`config.mk`:
```
export PLATFORM = sky130hd
export DESIGN_NAME = list_store_replace_remove_all_top
export DESIGN_NICKNAME = d
export VERILOG_FILES = /design/src/rtl/core/lsrra_pkg.sv /design/src/rtl/core/lsrra_mem.sv /design/src/rtl/core/list_store_replace_remove_all_top.sv
export SDC_FILE = /design/constraint.sdc
export NUM_CORES = 2
export LEC_CHECK = 0
export ABC_CLOCK_PERIOD_IN_PS = 8450
export BUFFER_PORTS_ARGS = -buffer_cell sky130_fd_sc_hd__buf_2
export CAP_MARGIN = 20
export CORE_MARGIN = 2
export CORE_UTILIZATION = 46
export CTS_BUF_LIST = sky130_fd_sc_hd__clkbuf_4 sky130_fd_sc_hd__clkbuf_8 sky130_fd_sc_hd__clkbuf_16
export DETAILED_ROUTE_END_ITERATION = 12
export SYNTH_ARGS = -nofsm -noshare
export SYNTH_HDL_FRONTEND = slang
export SYNTH_SLANG_ARGS = --single-unit
```
`constraint.sdc`:
```
create_clock -name clock -period 8.45 [get_ports clock]
set_clock_uncertainty 0.1 [all_clocks]
set_input_delay 0.4225 -clock clock [delete_from_list [all_inputs] [get_ports clock]]
set_output_delay 0.4225 -clock clock [all_outputs]
set_load 0.01 [all_outputs]
```
`src/rtl/core/lsrra_pkg.sv`:
```
// shared types and codes for the list store block
// no dependencies
package lsrra_pkg;

   localparam int DATA_W        = 32;
   localparam int CNT_W         = 7;
   localparam int OP_W          = 2;
   localparam int ST_W          = 2;
   localparam int DEPTH_DEFAULT = 64;

   typedef logic signed [DATA_W-1:0] data_type;
   typedef logic [CNT_W-1:0]         cnt_type;
   typedef logic [OP_W-1:0]          op_type;
   typedef logic [ST_W-1:0]          status_type;

   localparam op_type OP_APPEND  = 2'd0;
   localparam op_type OP_REPLACE = 2'd1;
   localparam op_type OP_REMOVE  = 2'd2;
   localparam op_type OP_DUMP    = 2'd3;

   localparam status_type ST_OK    = 2'd0;
   localparam status_type ST_FULL  = 2'd1;
   localparam status_type ST_EMPTY = 2'd2;

endpackage

```
`src/rtl/core/lsrra_mem.sv`:
```
// element storage: one write port, one read port with registered read data
// depends on lsrra_pkg
module lsrra_mem #(
   parameter int DEPTH = lsrra_pkg::DEPTH_DEFAULT,
   parameter int AW    = (DEPTH > 1) ? $clog2(DEPTH) : 1
) (
   input  logic              clock,
   input  logic              wr_en,
   input  logic [AW-1:0]     wr_addr,
   input  lsrra_pkg::data_type wr_data,
   input  logic [AW-1:0]     rd_addr,
   output lsrra_pkg::data_type rd_data
);
   import lsrra_pkg::*;

   data_type mem [DEPTH];
   data_type rd_data_ff;

   always_ff @(posedge clock) begin
      if (wr_en) begin
         mem[wr_addr] <= wr_data;
      end
   end

   always_ff @(posedge clock) begin
      rd_data_ff <= mem[rd_addr];
   end

   assign rd_data = rd_data_ff;

endmodule

```
`src/rtl/core/list_store_replace_remove_all_top.sv`:
```
// list store top: command sequencer, element count and result register
// depends on lsrra_pkg and lsrra_mem
//
//   channel   handshake              beat
//   req       start / busy           req_operation, req_first_value, req_second_value
//   rsp       rsp_strobe (no stall)  rsp_element, rsp_count, rsp_status, rsp_last
//
// append, and any command on an empty list: result in the cycle after
// acceptance, busy stays low.
// replace, remove and dump walk the stored elements through the single
// memory read port, one per cycle, with busy high for the walk; dump beats
// stream one per cycle, the last beat in the first cycle with busy low.
// the receiver cannot stall; reset clears the element count, memory is never cleared.
module list_store_replace_remove_all_top #(
   parameter int DEPTH = lsrra_pkg::DEPTH_DEFAULT
) (
   input  logic                   clock,
   input  logic                   reset,
   input  logic                   start,
   output logic                   busy,
   input  lsrra_pkg::op_type      req_operation,
   input  lsrra_pkg::data_type    req_first_value,
   input  lsrra_pkg::data_type    req_second_value,
   output logic                   rsp_strobe,
   output lsrra_pkg::data_type    rsp_element,
   output lsrra_pkg::cnt_type     rsp_count,
   output lsrra_pkg::status_type  rsp_status,
   output logic                   rsp_last
);
   import lsrra_pkg::*;

   localparam int      AW        = (DEPTH > 1) ? $clog2(DEPTH) : 1;
   localparam cnt_type DEPTH_CNT = CNT_W'(DEPTH);

   localparam logic S_IDLE = 1'b0;
   localparam logic S_WALK = 1'b1;

   logic       state_ff, state_in;
   cnt_type    count_ff, count_in;
   cnt_type    rd_idx_ff, rd_idx_in;
   cnt_type    pend_idx_ff, pend_idx_in;
   logic       pend_ff, pend_in;
   cnt_type    keep_ff, keep_in;
   op_type     op_ff, op_in;
   data_type   match_ff, match_in;
   data_type   repl_ff, repl_in;

   logic       rsp_strobe_ff, rsp_strobe_in;
   data_type   rsp_element_ff, rsp_element_in;
   cnt_type    rsp_count_ff, rsp_count_in;
   status_type rsp_status_ff, rsp_status_in;
   logic       rsp_last_ff, rsp_last_in;

   logic          wr_en;
   logic [AW-1:0] wr_addr;
   data_type      wr_data;
   logic [AW-1:0] rd_addr;
   data_type      rd_data;

   logic accept;
   logic pend_is_last;
   logic is_match;

   lsrra_mem #(
      .DEPTH (DEPTH),
      .AW    (AW)
   ) u_mem (
      .clock   (clock),
      .wr_en   (wr_en),
      .wr_addr (wr_addr),
      .wr_data (wr_data),
      .rd_addr (rd_addr),
      .rd_data (rd_data)
   );

   assign busy         = (state_ff == S_WALK);
   assign accept       = start && !busy;
   assign pend_is_last = (CNT_W'(pend_idx_ff + 7'd1) == count_ff);
   assign is_match     = (rd_data == match_ff);
   assign rd_addr      = rd_idx_ff[AW-1:0];

   always_comb begin
      state_in       = state_ff;
      count_in       = count_ff;
      rd_idx_in      = rd_idx_ff;
      pend_idx_in    = pend_idx_ff;
      pend_in        = 1'b0;
      keep_in        = keep_ff;
      op_in          = op_ff;
      match_in       = match_ff;
      repl_in        = repl_ff;
      rsp_strobe_in  = 1'b0;
      rsp_element_in = '0;
      rsp_count_in   = count_ff;
      rsp_status_in  = ST_OK;
      rsp_last_in    = 1'b1;
      wr_en          = 1'b0;
      wr_addr        = count_ff[AW-1:0];
      wr_data        = req_first_value;

      unique case (state_ff)
         S_IDLE: begin
            if (accept) begin
               op_in    = req_operation;
               match_in = req_first_value;
               repl_in  = req_second_value;
               if (req_operation == OP_APPEND) begin
                  rsp_strobe_in = 1'b1;
                  if (count_ff >= DEPTH_CNT) begin
                     rsp_status_in = ST_FULL;
                  end else begin
                     wr_en        = 1'b1;
                     count_in     = CNT_W'(count_ff + 7'd1);
                     rsp_count_in = CNT_W'(count_ff + 7'd1);
                  end
               end else if (count_ff == '0) begin
                  rsp_strobe_in = 1'b1;
                  if (req_operation == OP_DUMP) begin
                     rsp_status_in = ST_EMPTY;
                  end
               end else begin
                  state_in  = S_WALK;
                  rd_idx_in = '0;
                  keep_in   = '0;
               end
            end
         end
         S_WALK: begin
            if (rd_idx_ff < count_ff) begin
               pend_in     = 1'b1;
               pend_idx_in = rd_idx_ff;
               rd_idx_in   = CNT_W'(rd_idx_ff + 7'd1);
            end
            if (pend_ff) begin
               priority case (op_ff)
                  OP_DUMP: begin
                     rsp_strobe_in  = 1'b1;
                     rsp_element_in = rd_data;
                     rsp_last_in    = pend_is_last;
                  end
                  OP_REPLACE: begin
                     wr_en   = is_match;
                     wr_addr = pend_idx_ff[AW-1:0];
                     wr_data = repl_ff;
                  end
                  default: begin
                     wr_en   = !is_match;
                     wr_addr = keep_ff[AW-1:0];
                     wr_data = rd_data;
                     if (!is_match) begin
                        keep_in = CNT_W'(keep_ff + 7'd1);
                     end
                  end
               endcase
               if (pend_is_last) begin
                  state_in = S_IDLE;
                  if (op_ff != OP_DUMP) begin
                     rsp_strobe_in = 1'b1;
                     if (op_ff == OP_REMOVE) begin
                        count_in     = keep_in;
                        rsp_count_in = keep_in;
                     end
                  end
               end
            end
         end
         default: begin
            state_in = S_IDLE;
         end
      endcase
   end

   always_ff @(posedge clock) begin
      if (reset) begin
         state_ff      <= S_IDLE;
         count_ff      <= '0;
         pend_ff       <= 1'b0;
         rsp_strobe_ff <= 1'b0;
      end else begin
         state_ff      <= state_in;
         count_ff      <= count_in;
         pend_ff       <= pend_in;
         rsp_strobe_ff <= rsp_strobe_in;
      end
   end

   always_ff @(posedge clock) begin
      rd_idx_ff      <= rd_idx_in;
      pend_idx_ff    <= pend_idx_in;
      keep_ff        <= keep_in;
      op_ff          <= op_in;
      match_ff       <= match_in;
      repl_ff        <= repl_in;
      rsp_element_ff <= rsp_element_in;
      rsp_count_ff   <= rsp_count_in;
      rsp_status_ff  <= rsp_status_in;
      rsp_last_ff    <= rsp_last_in;
   end

   assign rsp_strobe  = rsp_strobe_ff;
   assign rsp_element = rsp_element_ff;
   assign rsp_count   = rsp_count_ff;
   assign rsp_status  = rsp_status_ff;
   assign rsp_last    = rsp_last_ff;

endmodule

```
==> results.sh <==
export IMPL_synth_fa_ha_area_frac=0.00162
export IMPL_syn_nets=3668
export IMPL_worst_ep_required_time_ns=8.80
export IMPL_slowest_delay_ns=0.79
export IMPL_cts_max_path_buffers=3
export IMPL_synth_seq_area_share=0.774
export IMPL_fin_util=0.533
export IMPL_synth_area_um2=85000
export IMPL_drc=0
export IMPL_multi_input_area_um2=19100
export IMPL_maxCapViolations=0
export IMPL_dr_first_iter_drc_count=4696
export IMPL_initial_core_util=0.464
export IMPL_async_flop_share=0
export IMPL_nets=4017
export IMPL_cp_data_arrival_time_ns=4.63
export IMPL_post_cts_resized=0
export IMPL_avgSynthCellArea_um2=23.7
export IMPL_synthSimpleGateAreaFrac=0.0164
export IMPL_core_region_area_um2=183000
export IMPL_r2r_cells=9
export IMPL_final_cell_mix="2135 x edfxtp_1, 672 x mux4_2, 223 x clkbuf_16"
export IMPL_leakage_nw=30.5
export IMPL_dr_pass1_iters=5
export IMPL_final_hold_violation_count=0
export IMPL_fp_dieH_um=434
export IMPL_pwr_share_clk=0.419
export IMPL_wl_met1_mm=87.5
export IMPL_io_buffers=112
export IMPL_syn_inst=3588
export IMPL_die_w_um=434
export IMPL_p_switching_w=0.00467
export IMPL_cts_setup_buffers=0
export IMPL_synth_compound_area_share=0.0119
export IMPL_grt_max_degree=130
export IMPL_status="complete, no violations"
export IMPL_cts_sinks=2219
export IMPL_hp_class="input port to register"
export IMPL_synth_xor_area_share=0.00587
export IMPL_layout_cells_non_filler=6592
export IMPL_whs_path_depth=2
export IMPL_avgViaCountPerCell=5.99
export IMPL_die_area_um2=188000
export IMPL_ys_types=52
export IMPL_routedWlPerCell_um=31.5
export IMPL_cts_tree="yes"
export IMPL_hpwl_mm=119
export IMPL_synth_top_family_by_area="multiplexers"
export IMPL_synth_mux_area_frac=0.179
export IMPL_setup_viol=0
export IMPL_synth_seq_cells=2219
export IMPL_drt_wl_total_mm=207
export IMPL_startpoint_type="register"
export IMPL_rows=157
export IMPL_top_layer_used="met5"
export IMPL_cp_max_fo=32
export IMPL_setup_tns_ns=0
export IMPL_fin_crit_sh=0.507
export IMPL_fmax_ghz=0.234
export IMPL_ir_drop_uv=229
export IMPL_powerDensity_nw_per_um2=230
export IMPL_cts_clk_slew_worst_paths_ns=0.06
export IMPL_fillerInstances=13900
export IMPL_grt_pass1_wl_mm=296
export IMPL_p_sw_frac=0.208
export IMPL_gp_congestion=0.821
export IMPL_synthFlopType="edfxtp_1"
export IMPL_grt_setup_unrepaired="false"
export IMPL_endpoint_kind="register"
export IMPL_cts_root_buf="clkbuf_16"
export IMPL_relSlewSlack=0.330
export IMPL_wl_met3_mm=16.2
export IMPL_regArea_um2=65800
export IMPL_layout_commonest_cell="edfxtp_1"
export IMPL_ys_warn_count=0
export IMPL_grt_pass1_vias=39900
export IMPL_antenna_found_initial=17
export IMPL_pwr_share_seq=0.543
export IMPL_ios=113
export IMPL_dr_wl_met2_mm=98.9
export IMPL_synthToLayoutAreaGrowth_pct=14.9
export IMPL_tightestPinTransition_ns=1.00
export IMPL_gr_total_overflow=0
export IMPL_clk_latency_ns=0.84
export IMPL_synth_edff_count=2135
export IMPL_dpl_cell_count=6109
export IMPL_ctsHoldBuffers=68
export IMPL_h_tree_depth=4
export IMPL_crit_chain="xnor2_1 > nand4_1 > nor4_2 > and2_1 > mux2i_1 > a32oi_4 > buf_4 > nor3_2 > buf_4"
export IMPL_cpMaxStageDelayCell="nor4_2"
export IMPL_setup_worst_path_class="register to register"
export IMPL_slew_viol_final=0
export IMPL_p_int_w=0.0178
export IMPL_ant_nets=0
export IMPL_drive_gt1_frac=0.337
export IMPL_crit_top_cell="buf_4"
export IMPL_period_minus_slack_ns=4.28
export IMPL_combPwrFrac=0.038
export IMPL_numCtsBuffers=219
export IMPL_grt_usage=0.223
export IMPL_num_vias=39500
power by group through the flow:
stage / sequential (W) / clock (W) / combinational, W
floorplan: 0.0124 / 0 / 0.000475
global placement: 0.0125 / 0 / 0.000821
detailed placement: 0.0125 / 0 / 0.000836
CTS: 0.0122 / 0.00961 / 0.000863
global route: 0.0122 / 0.0100 / 0.000915
finish: 0.0122 / 0.00942 / 0.000860
sequential cells by signal, summed over array words and instances (netlist names):
| name | cells |
|---|---|
| rsp_status | 2 |
| rsp_count | 7 |
| rsp_last | 1 |
| rd_idx_ff | 7 |
| u_mem.mem | 2048 |
| rsp_element | 32 |
| pend_ff | 1 |
| u_mem.rd_data | 32 |
| repl_ff | 32 |
| match_ff | 32 |
| busy | 1 |
| keep_ff | 7 |
| rsp_strobe | 1 |
| pend_idx_ff | 7 |
| op_ff | 2 |
| count_ff | 7 |
area by class of cell:
class                   instances  share of cell area
flip-flops and latches       2219               0.674
multi-input cells            1160               0.196
clock buffers                 286              0.0623
well taps                    2464              0.0316
repair buffers                328              0.0271
clock inverters               120             0.00942
inverters                       9            0.000371
diodes                          6            0.000154
per-layer routing:
layer	vias to the layer above	GRT usage
met1	21600	0.325
met5	-	0
met4	2	0.0574
met3	264	0.0475
met2	1548	0.346
li1	16100	-
Yosys cell counts, drive strengths merged, types with 2 or more instances:
cell type     n  share of area
o221ai        4        0.00041
nand3b        3        0.00026
nand3        10        0.00059
nand4        11        0.00081
ha           11         0.0016
and2         39         0.0029
nand4b        2        0.00021
mux4        672           0.18
a211oi        4        0.00035
a21oi        40         0.0024
o31ai        35         0.0031
buf          63         0.0043
or2           3        0.00022
nor4          5        0.00059
mux2          5        0.00066
nor2         46         0.0020
nand2b       42         0.0031
a2bb2oi       2        0.00021
xnor2        52         0.0054
a221oi        2        0.00021
mux2i         6        0.00071
clkbuf      137         0.0061
a21boi        3        0.00026
and3          5        0.00037
xor2          5        0.00052
edfxtp     2135           0.75
a21o          8        0.00071
o22ai        36         0.0026
inv           9        0.00040
dfxtp        84          0.020
and3b         2        0.00021
nor3         40         0.0024
nand2        23         0.0010
o21ai         8        0.00047
a31oi         6        0.00044
nor2b        20         0.0015
through the flow:
| stage | total power (W) | hold WS (ns) | area [um^2] | worst slack, ns |
|---|---|---|---|---|
| 2_1_floorplan | 0.0129 | 0.352 | 85000 | 3.77 |
| 3_3_place_gp | 0.0133 | 0.414 | 89700 | 4.25 |
| 3_5_place_dp | 0.0133 | 0.432 | 89900 | 4.24 |
| 6_report | 0.0225 | 0.196 | 97700 | 4.17 |
| 4_1_cts | 0.0227 | 0.138 | 97600 | 4.23 |
| 5_1_grt | 0.0232 | 0.171 | 97700 | 4.01 |
worst max-delay path, delay by kind of cell, from the launching register on:
family / cells / cell delay, ns
xor gates and xnor gates: 1 / 0.23
AOI/OAI and AO/OA: 1 / 0.06
buffers and inverters: 2 / 0.91
muxes: 1 / 0.31
DFF: 1 / 0.55
and+or+nand+nor: 4 / 1.68
worst paths after layout:
| check | startpoint | endpoint | slack (ns) |
|---|---|---|---|
| hold / removal | req_second_value[0] | repl_ff[0] | 0.20 |
| setup reg to reg | u_mem.rd_data[26] | u_mem.mem[30][30] | 4.17 |
| hold reg to reg | u_mem.rd_data[8] | rsp_element[8] | 0.44 |
| setup / recovery | u_mem.rd_data[26] | u_mem.mem[30][30] | 4.17 |
cells by family after synthesis:
| kind of cell | Yosys count |
|---|---|
| flops | 2219 |
| buf+inv | 209 |
| compound gates | 155 |
| simple gates | 254 |
| mux | 683 |
| xor+xnor | 57 |
| fa+ha+maj | 11 |
No activity file was read; power rests on OpenSTA's default activity.
